<file path="config.mk">
export PLATFORM = sky130hd
export DESIGN_NAME = i2c_write_target_receiver_unit
export DESIGN_NICKNAME = d
export VERILOG_FILES = /design/src/design/i2c_wtr_pkg.sv /design/src/design/i2c_wtr_core.sv /design/src/design/i2c_wtr_out.sv /design/src/design/i2c_write_target_receiver_unit.sv
export VERILOG_INCLUDE_DIRS = /design/src /design/src/design
export SDC_FILE = /design/constraint.sdc
export NUM_CORES = 1
export LEC_CHECK = 0
export ABC_AREA = 1
export BUFFER_PORTS_ARGS = -buffer_cell sky130_fd_sc_hd__buf_2
export CAP_MARGIN = 20
export CORE_UTILIZATION = 49
export DETAILED_ROUTE_END_ITERATION = 12
export HOLD_SLACK_MARGIN = 0.15
export PLACE_DENSITY = 0.72
export SLEW_MARGIN = 10
export SYNTH_ARGS = -nofsm -noshare
export SYNTH_HDL_FRONTEND = slang
export SYNTH_SLANG_ARGS = --single-unit
</file>
<file path="constraint.sdc">
create_clock -name clk -period 5.35 [get_ports clk]
set_clock_uncertainty 0.2 [all_clocks]
set_input_delay 0.2675 -clock clk [delete_from_list [all_inputs] [get_ports clk]]
set_output_delay 0.2675 -clock clk [all_outputs]
set_load 0.02 [all_outputs]
</file>
<file path="src/design/i2c_write_target_receiver_unit_defines.svh">
// Assertion macros for the I2C write target receiver.
// Used by the RTL files that carry concurrent checks; no other dependencies.
`ifndef I2C_WRITE_TARGET_RECEIVER_UNIT_DEFINES_SVH
`define I2C_WRITE_TARGET_RECEIVER_UNIT_DEFINES_SVH

`ifndef SYNTHESIS

// Same-cycle implication, disabled during reset
`define WTR_ASSERT(name, clk, rst_n, prop) \
    name: assert property (@(posedge clk) disable iff (!rst_n) (prop)) \
        else $error("i2c_wtr: assertion failed");

// Next-cycle implication, disabled during reset
`define WTR_ASSERT_NEXT(name, clk, rst_n, ante, cons) \
    name: assert property (@(posedge clk) disable iff (!rst_n) (ante) |=> (cons)) \
        else $error("i2c_wtr: next-cycle assertion failed");

`else

`define WTR_ASSERT(name, clk, rst_n, prop)
`define WTR_ASSERT_NEXT(name, clk, rst_n, ante, cons)

`endif

`endif

</file>
<file path="src/design/i2c_wtr_pkg.sv">
// Shared types and constants of the I2C write target receiver.
// No dependencies; imported by every module of the block.
`default_nettype none

package i2c_wtr_pkg;

    // Widths
    localparam int COUNT_WIDTH   = 16;
    localparam int ADDR_W        = 7;
    localparam int BYTE_W        = 8;
    localparam int BITCNT_W      = 4;
    localparam int FLAGS_W       = 4;
    localparam int CFG_DATA_W    = 7;
    localparam int IN_TDATA_W    = 8;
    localparam int OUT_TDATA_W   = 32;

    // Bus phase codes
    localparam logic [1:0] PH_IDLE     = 2'd0;
    localparam logic [1:0] PH_RECEIVE  = 2'd1;
    localparam logic [1:0] PH_ACK_PREP = 2'd2;
    localparam logic [1:0] PH_ACK_HIGH = 2'd3;

    // Configuration register indexes
    localparam logic CFG_ENABLE  = 1'b0;
    localparam logic CFG_ADDRESS = 1'b1;

    // Constants
    localparam logic [FLAGS_W-1:0]  FLAGS_BASE    = 4'h9;
    localparam logic [FLAGS_W-1:0]  FLAG_CLOCK    = 4'h2;
    localparam logic [FLAGS_W-1:0]  FLAG_DATA     = 4'h4;
    localparam logic [BYTE_W-1:0]   BYTE_SAT      = 8'hff;
    localparam logic [BITCNT_W-1:0] BITS_PER_BYTE = 4'd8;

    // One result item
    typedef struct packed {
        logic                   status_valid;
        logic [FLAGS_W-1:0]     status_flags;
        logic [BYTE_W-1:0]      byte_count;
        logic [COUNT_WIDTH-1:0] transaction_count;
        logic                   addressed;
        logic                   sda_pull_low;
    } result_t;

endpackage

`default_nettype wire

</file>
<file path="src/design/i2c_wtr_core.sv">
// Bus state tracker: start/stop detection, bit shifting, address match, ack.
// Depends on i2c_wtr_pkg and the assertion macro header.
`default_nettype none
`include "i2c_write_target_receiver_unit_defines.svh"

module i2c_wtr_core (
    input  wire logic                                   clk,
    input  wire logic                                   rst_n,
    input  wire logic                                   cfg_we,
    input  wire logic                                   cfg_index,
    input  wire logic [i2c_wtr_pkg::CFG_DATA_W-1:0]     cfg_data,
    input  wire logic                                   accept,
    input  wire logic                                   sda,
    input  wire logic                                   scl,
    output i2c_wtr_pkg::result_t                        result
);
    import i2c_wtr_pkg::*;

    logic                   enable_reg;
    logic [ADDR_W-1:0]      addr_reg;
    logic [1:0]             phase_reg,    phase_next;
    logic [BITCNT_W-1:0]    bitcnt_reg,   bitcnt_next;
    logic [BYTE_W-1:0]      shift_reg,    shift_next;
    logic                   selected_reg, selected_next;
    logic                   ack_reg,      ack_next;
    logic                   prev_sda_reg;
    logic                   prev_scl_reg;
    logic                   drive_reg,    drive_next;
    logic [COUNT_WIDTH-1:0] txn_reg,      txn_next;
    logic [BYTE_W-1:0]      bytes_reg,    bytes_next;

    logic start_cond;
    logic stop_cond;
    logic scl_rise;
    logic scl_fall;
    logic addr_match;
    logic cfg_enable_wr;

    assign start_cond = prev_sda_reg & ~sda & scl;
    assign stop_cond  = ~prev_sda_reg & sda & scl;
    assign scl_rise   = ~prev_scl_reg & scl;
    assign scl_fall   = prev_scl_reg & ~scl;

    // An enable write owns phase and drive in its cycle
    assign cfg_enable_wr = cfg_we && (cfg_index == CFG_ENABLE);

    // Address byte matches own address with the write bit clear
    assign addr_match = ({shift_reg[BYTE_W-2:0], sda} == {addr_reg, 1'b0});

    // Next state for one sample, in the order start, stop, rise, fall
    always_comb
    begin
        phase_next    = phase_reg;
        bitcnt_next   = bitcnt_reg;
        shift_next    = shift_reg;
        selected_next = selected_reg;
        ack_next      = ack_reg;
        drive_next    = drive_reg;
        txn_next      = txn_reg;
        bytes_next    = bytes_reg;

        if (start_cond)
        begin
            phase_next    = PH_RECEIVE;
            bitcnt_next   = '0;
            shift_next    = '0;
            selected_next = 1'b0;
            ack_next      = 1'b0;
            drive_next    = 1'b0;
        end
        if (stop_cond)
        begin
            phase_next    = PH_IDLE;
            selected_next = 1'b0;
            drive_next    = 1'b0;
        end

        // Shift in one bit; judge the byte once eight have arrived
        if (scl_rise && phase_next == PH_RECEIVE)
        begin
            shift_next  = {shift_next[BYTE_W-2:0], sda};
            bitcnt_next = bitcnt_next + 1'b1;
            if (bitcnt_next == BITS_PER_BYTE)
            begin
                if (!selected_next)
                begin
                    // start clears the shifter, so the fresh byte is all but
                    // the new bit; start and completion cannot coincide here
                    selected_next = addr_match;
                    ack_next      = addr_match;
                    if (addr_match)
                        txn_next = txn_reg + 1'b1;
                end
                else
                begin
                    ack_next = 1'b1;
                    if (bytes_reg != BYTE_SAT)
                        bytes_next = bytes_reg + 1'b1;
                end
                phase_next = PH_ACK_PREP;
            end
        end

        // Drive the acknowledge on a falling SCL in ack prep, release it on a falling SCL in ack high
        if (scl_fall && phase_next == PH_ACK_PREP)
        begin
            drive_next = ack_next;
            phase_next = PH_ACK_HIGH;
        end
        else if (scl_fall && phase_next == PH_ACK_HIGH)
        begin
            drive_next  = 1'b0;
            phase_next  = PH_RECEIVE;
            bitcnt_next = '0;
            shift_next  = '0;
        end
    end

    // State registers; configuration writes take effect at once
    always_ff @(posedge clk or negedge rst_n)
    begin
        if (!rst_n)
        begin
            enable_reg   <= 1'b0;
            addr_reg     <= '0;
            phase_reg    <= PH_IDLE;
            bitcnt_reg   <= '0;
            shift_reg    <= '0;
            selected_reg <= 1'b0;
            ack_reg      <= 1'b0;
            prev_sda_reg <= 1'b1;
            prev_scl_reg <= 1'b1;
            drive_reg    <= 1'b0;
            txn_reg      <= '0;
            bytes_reg    <= '0;
        end
        else
        begin
            if (accept)
            begin
                prev_sda_reg <= sda;
                prev_scl_reg <= scl;
                if (enable_reg)
                begin
                    bitcnt_reg   <= bitcnt_next;
                    shift_reg    <= shift_next;
                    selected_reg <= selected_next;
                    ack_reg      <= ack_next;
                    txn_reg      <= txn_next;
                    bytes_reg    <= bytes_next;
                    if (!cfg_enable_wr)
                    begin
                        phase_reg <= phase_next;
                        drive_reg <= drive_next;
                    end
                end
            end
            if (cfg_we)
            begin
                unique case (cfg_index)
                    CFG_ENABLE:
                    begin
                        enable_reg <= cfg_data[0];
                        drive_reg  <= 1'b0;
                        if (!cfg_data[0])
                            phase_reg <= PH_IDLE;
                    end
                    CFG_ADDRESS:
                    begin
                        addr_reg <= cfg_data[ADDR_W-1:0];
                    end
                    default:
                    begin
                        addr_reg <= addr_reg;
                    end
                endcase
            end
        end
    end

    // Result for this sample; everything reads zero while disabled
    always_comb
    begin
        if (enable_reg)
        begin
            result.sda_pull_low      = drive_next;
            result.addressed         = selected_next;
            result.transaction_count = txn_next;
            result.byte_count        = bytes_next;
            result.status_flags      = FLAGS_BASE | (scl ? FLAG_CLOCK : '0)
                                                  | (sda ? FLAG_DATA : '0);
            result.status_valid      = 1'b1;
        end
        else
        begin
            result = '0;
        end
    end

    `WTR_ASSERT(a_drive_needs_enable, clk, rst_n, !drive_reg || enable_reg)
    `WTR_ASSERT(a_drive_only_in_ack, clk, rst_n, !drive_reg || phase_reg == PH_ACK_HIGH)
    `WTR_ASSERT(a_ack_prep_full_byte, clk, rst_n,
                phase_reg != PH_ACK_PREP || bitcnt_reg == BITS_PER_BYTE)
    `WTR_ASSERT_NEXT(a_disabled_holds_count, clk, rst_n,
                     !enable_reg && !cfg_we, $stable(txn_reg) && $stable(bytes_reg))

endmodule

`default_nettype wire

</file>
<file path="src/design/i2c_wtr_out.sv">
// Result register between the state tracker and the output stream.
// Depends on i2c_wtr_pkg for the result item type.
`default_nettype none

module i2c_wtr_out (
    input  wire logic                   clk,
    input  wire logic                   rst_n,
    input  wire logic                   load,
    input  wire i2c_wtr_pkg::result_t   result,
    input  wire logic                   take,
    output logic                        valid,
    output logic                        room,
    output i2c_wtr_pkg::result_t        data
);
    import i2c_wtr_pkg::*;

    logic    valid_reg;
    result_t data_reg;

    // Room for a new item when empty or when the held one leaves now
    assign room  = ~valid_reg | take;
    assign valid = valid_reg;
    assign data  = data_reg;

    // Hold the valid flag until the item is taken
    always_ff @(posedge clk or negedge rst_n)
    begin
        if (!rst_n)
            valid_reg <= 1'b0;
        else if (load)
            valid_reg <= 1'b1;
        else if (take)
            valid_reg <= 1'b0;
    end

    // Load the payload with each accepted item
    always_ff @(posedge clk)
    begin
        if (load)
            data_reg <= result;
    end

endmodule

`default_nettype wire

</file>
<file path="src/design/i2c_write_target_receiver_unit.sv">
// I2C write target receiver: one bus sample in, one status item out.
// The result of a sample is registered and on the output in the cycle after it is accepted.
// Throughput: one item per cycle unless output stalls; single state pass, one register.
// Reset (rst_n, async, active low): disabled, address 0, phase idle, counters zero,
// previous line levels high, output empty.
`default_nettype none

module i2c_write_target_receiver_unit (
    input  wire logic                                  clk,
    input  wire logic                                  rst_n,
    // configuration write port
    input  wire logic                                  cfg_we,
    input  wire logic                                  cfg_index,
    input  wire logic [i2c_wtr_pkg::CFG_DATA_W-1:0]    cfg_data,
    // sample stream
    input  wire logic                                  s_axis_tvalid,
    output logic                                       s_axis_tready,
    // [0] sda_sample, [1] scl_sample, [7:2] zero
    input  wire logic [i2c_wtr_pkg::IN_TDATA_W-1:0]    s_axis_tdata,
    // result stream
    output logic                                       m_axis_tvalid,
    input  wire logic                                  m_axis_tready,
    // [0] sda_pull_low, [1] addressed, [17:2] transaction_count,
    // [25:18] byte_count, [29:26] status_flags, [30] status_valid, [31] zero
    output logic [i2c_wtr_pkg::OUT_TDATA_W-1:0]        m_axis_tdata
);
    import i2c_wtr_pkg::*;

    logic    accept;
    logic    room;
    result_t core_result;
    result_t out_data;

    assign s_axis_tready = room;
    assign accept        = s_axis_tvalid & room;

    // Track the bus and build the result for each sample
    i2c_wtr_core u_core (
        .clk       (clk),
        .rst_n     (rst_n),
        .cfg_we    (cfg_we),
        .cfg_index (cfg_index),
        .cfg_data  (cfg_data),
        .accept    (accept),
        .sda       (s_axis_tdata[0]),
        .scl       (s_axis_tdata[1]),
        .result    (core_result)
    );

    // Hold the result until the downstream side takes it
    i2c_wtr_out u_out (
        .clk    (clk),
        .rst_n  (rst_n),
        .load   (accept),
        .result (core_result),
        .take   (m_axis_tready),
        .valid  (m_axis_tvalid),
        .room   (room),
        .data   (out_data)
    );

    // Pack the result item, first declared field highest, with a zero top bit
    assign m_axis_tdata = {1'b0, out_data};

endmodule

`default_nettype wire

</file>
==> impl_metrics.toml <==
[status]
outcome = "finished, final reports clean"

[logic_synthesis]
syn_area_per_cell_um2 = 8.404
synthFlopType = "dfrtp_1"
yosysWarnings = 0
netlist_area_mm2 = 0.004278
yosys-top-cells-area = "dfrtp_1 29%, edfxtp_1 21%, nand2_1 13%, inv_1 4.7%, nor2_1 3.9%"
synth_seq_cells = 81
synth_common_cells = "152 x nand2_1, 53 x inv_1, 49 x dfrtp_1"
synth_cell_types = 43
synth.top_cell.area_share_pct = 28.66
async_flop_share_pct = 62.96
synth_edf_count = 30
synth_nets = 534
ys_seq_area_share_pct = 50.95
yosysTopAreaCell = "dfrtp_1"
synth_most_common_cell = "nand2_1"
syn_inst = 509

[drt]
wl_per_cell_um = 12.70
vias = 3525
routed_wl_um = 8648
drcViolationCount = 0
ant_nets = 0
drt_iter0_drc = 178
drt_first_pass_iters = 4
viasPerCell = 5.176

[sta]
finalSetupViolCount = 0
clock.fmax_ghz = 0.3172
setup_tns_ns = 0
finalHoldViolations = 0
min_period_ns = 3.152
max-slew-margin-rel_pct = 47.43
period_share_pct = 58.92
rsz0062_at_grt = "no"
final_max_slew_viol_count = 0
tightest_slew_ns = 0.7838

[grt]
grt_overflow_total = 0
grt_antenna_before_repair = 0
grt_usage_pct = 21.54
grt_pass1_vias = 3290
grt_max_degree = 52
grt_first_pass_wirelength_um = 14940

[floorplan]
fp-row-count = 33
die_h_um = 95.44
pin_count = 55
initial_core_util_pct = 51.29
die_w_um = 95.44
coreArea_mm2 = 0.008341
fp.dieArea_mm2 = 0.009108

[layout]
syn2layout_area_growth_pct = 15.15
layout.nets = 596
largest_reg_flops = 30
fin_cells = 681
nFillCells = 760
diodes = 0
layout-drive-gt1-share_pct = 16.84

[run]
maxCapViolCount = 0

[critical_path]
worstSetupPathType = "in2reg"
path_max_fanout = 14
worstPathRequired_ns = 5.25
crit_path_start_kind = "input pin"
endpoint_kind = "register"
cp.arrival_ns = 3.05

[worst_hold_path]
min_path_type = "in2reg"

[clock_network]
cts_buffers = 9
cts_sinks = 81
cts_max_path_buffers = 2
path_clk_slew_ns = 0.08
cts_setup_buffers = 0
clockRootBuffer = "clkbuf_8"
cts_tree = "done"
htreeDepth = 3
worst_skew_pair.late_latency_ns = 0.35

[placement]
hpwlAfterDp_um = 5941
port-buffer-count = 47
place.gp.congestion = 0.8084
dp.cells = 650

[power_and_ir_drop]
leakagePower_nw = 2.365
powerDensity_mw_per_mm2 = 359.3
vdd_ir_drop_max_uv = 162.5
## report_power, final
part | switching (mW) | internal (mW)
combinational | 0.300 | 0.172
sequential | 0.0878 | 0.776
clock | 0.222 | 0.213
total | 0.609 | 1.16
## per-layer routing
layer	global-route usage, %	share of wire, %	vias to the layer above
li1	-	-	1781
met1	27.26	45	1664
met2	36.31	50	69
met3	4.306	3.4	11
met4	8.333	1.4	0
met5	0	0	-
## area by class of cell
cell class | count | area (um2) | area share (%)
clock buffer | 10 | 127.6 | 2.591
clock inverter | 6 | 58.81 | 1.194
inverter | 57 | 216.5 | 4.394
multi-input combinational | 356 | 1797 | 36.47
sequential | 81 | 2180 | 44.25
tap | 105 | 131.4 | 2.667
timing repair buffer | 66 | 415.4 | 8.433
## metrics by stage
stage	util (%)	setup WS (ns)	hold slack [ns]	cell area (um2)	total power, mW
final	59.06	2.198	0.1785	4926	1.770
after global routing	59.06	1.966	0.1912	4926	1.894
after CTS	59.06	2.227	0.1603	4926	1.781
after detailed placement	55.03	2.339	0.2306	4589	1.339
after global placement	55.03	2.401	0.2295	4589	1.314
after floorplan	-	2.952	-0.2281	4278	1.220
## final timing paths
check / startpoint / to / slack [ns] / depth (start not counted)
max: s_axis_tdata[0] / u_out.data[17] / 2.20 / 15
min: cfg_we / u_core.drive_reg / 0.18 / 6
max reg2reg: u_core.prev_sda_reg / u_out.data[17] / 2.34 / 12
min reg2reg: u_core.ack_reg / u_core.ack_reg / 0.31 / 2
max in group asynchronous: rst_n / u_core.drive_reg / 4.12 / 3
min in group asynchronous: rst_n / u_core.txn_reg[11] / 0.33 / 3
## layout by cell type, fill, tap and decap left out, drive strengths merged, types with 12 or more instances in the layout
cell type    synthesis  layout
a21oi               12      12
buf                  7      51
dfrtp               49      49
dlygate4sd3          0      15
edfxtp              30      30
inv                 56      56
nand2              158     158
nand3               35      35
nand4               12      12
nor2                52      52
o21ai               45      45
## kinds of logic after synthesis
logic type / after synthesis / synth area share, %
AOI/OAI and AO/OA: 66 / 8.248
xor gates and xnor gates: 10 / 2.048
adders and majority gates: 4 / 1.170
buffers and inverters: 72 / 7.049
DFF: 81 / 50.95
muxes: 6 / 1.579
other: 1 / 0.08766
and+or+nand+nor: 269 / 28.87
## what timing repair did
item,4_1_cts,5_1_grt
resized for setup,0,0
hold buffers,15,0
endpoints found under the hold margin,64,0
## critical path: stages
cell           delay, ns
dlygate4sd3_1       0.54
buf_2               0.14
inv_2               0.06
nand3_2             0.27
inv_2               0.11
nor2_1              0.25
ha_1                0.23
nand3b_4            0.14
nand2_2             0.09
nor2_4              0.10
nand3_4             0.18
nor3_1              0.37
nand4_1             0.17
nand2_1             0.11
nor2_2              0.03
Note: power is estimated with default switching activity, not from simulation.
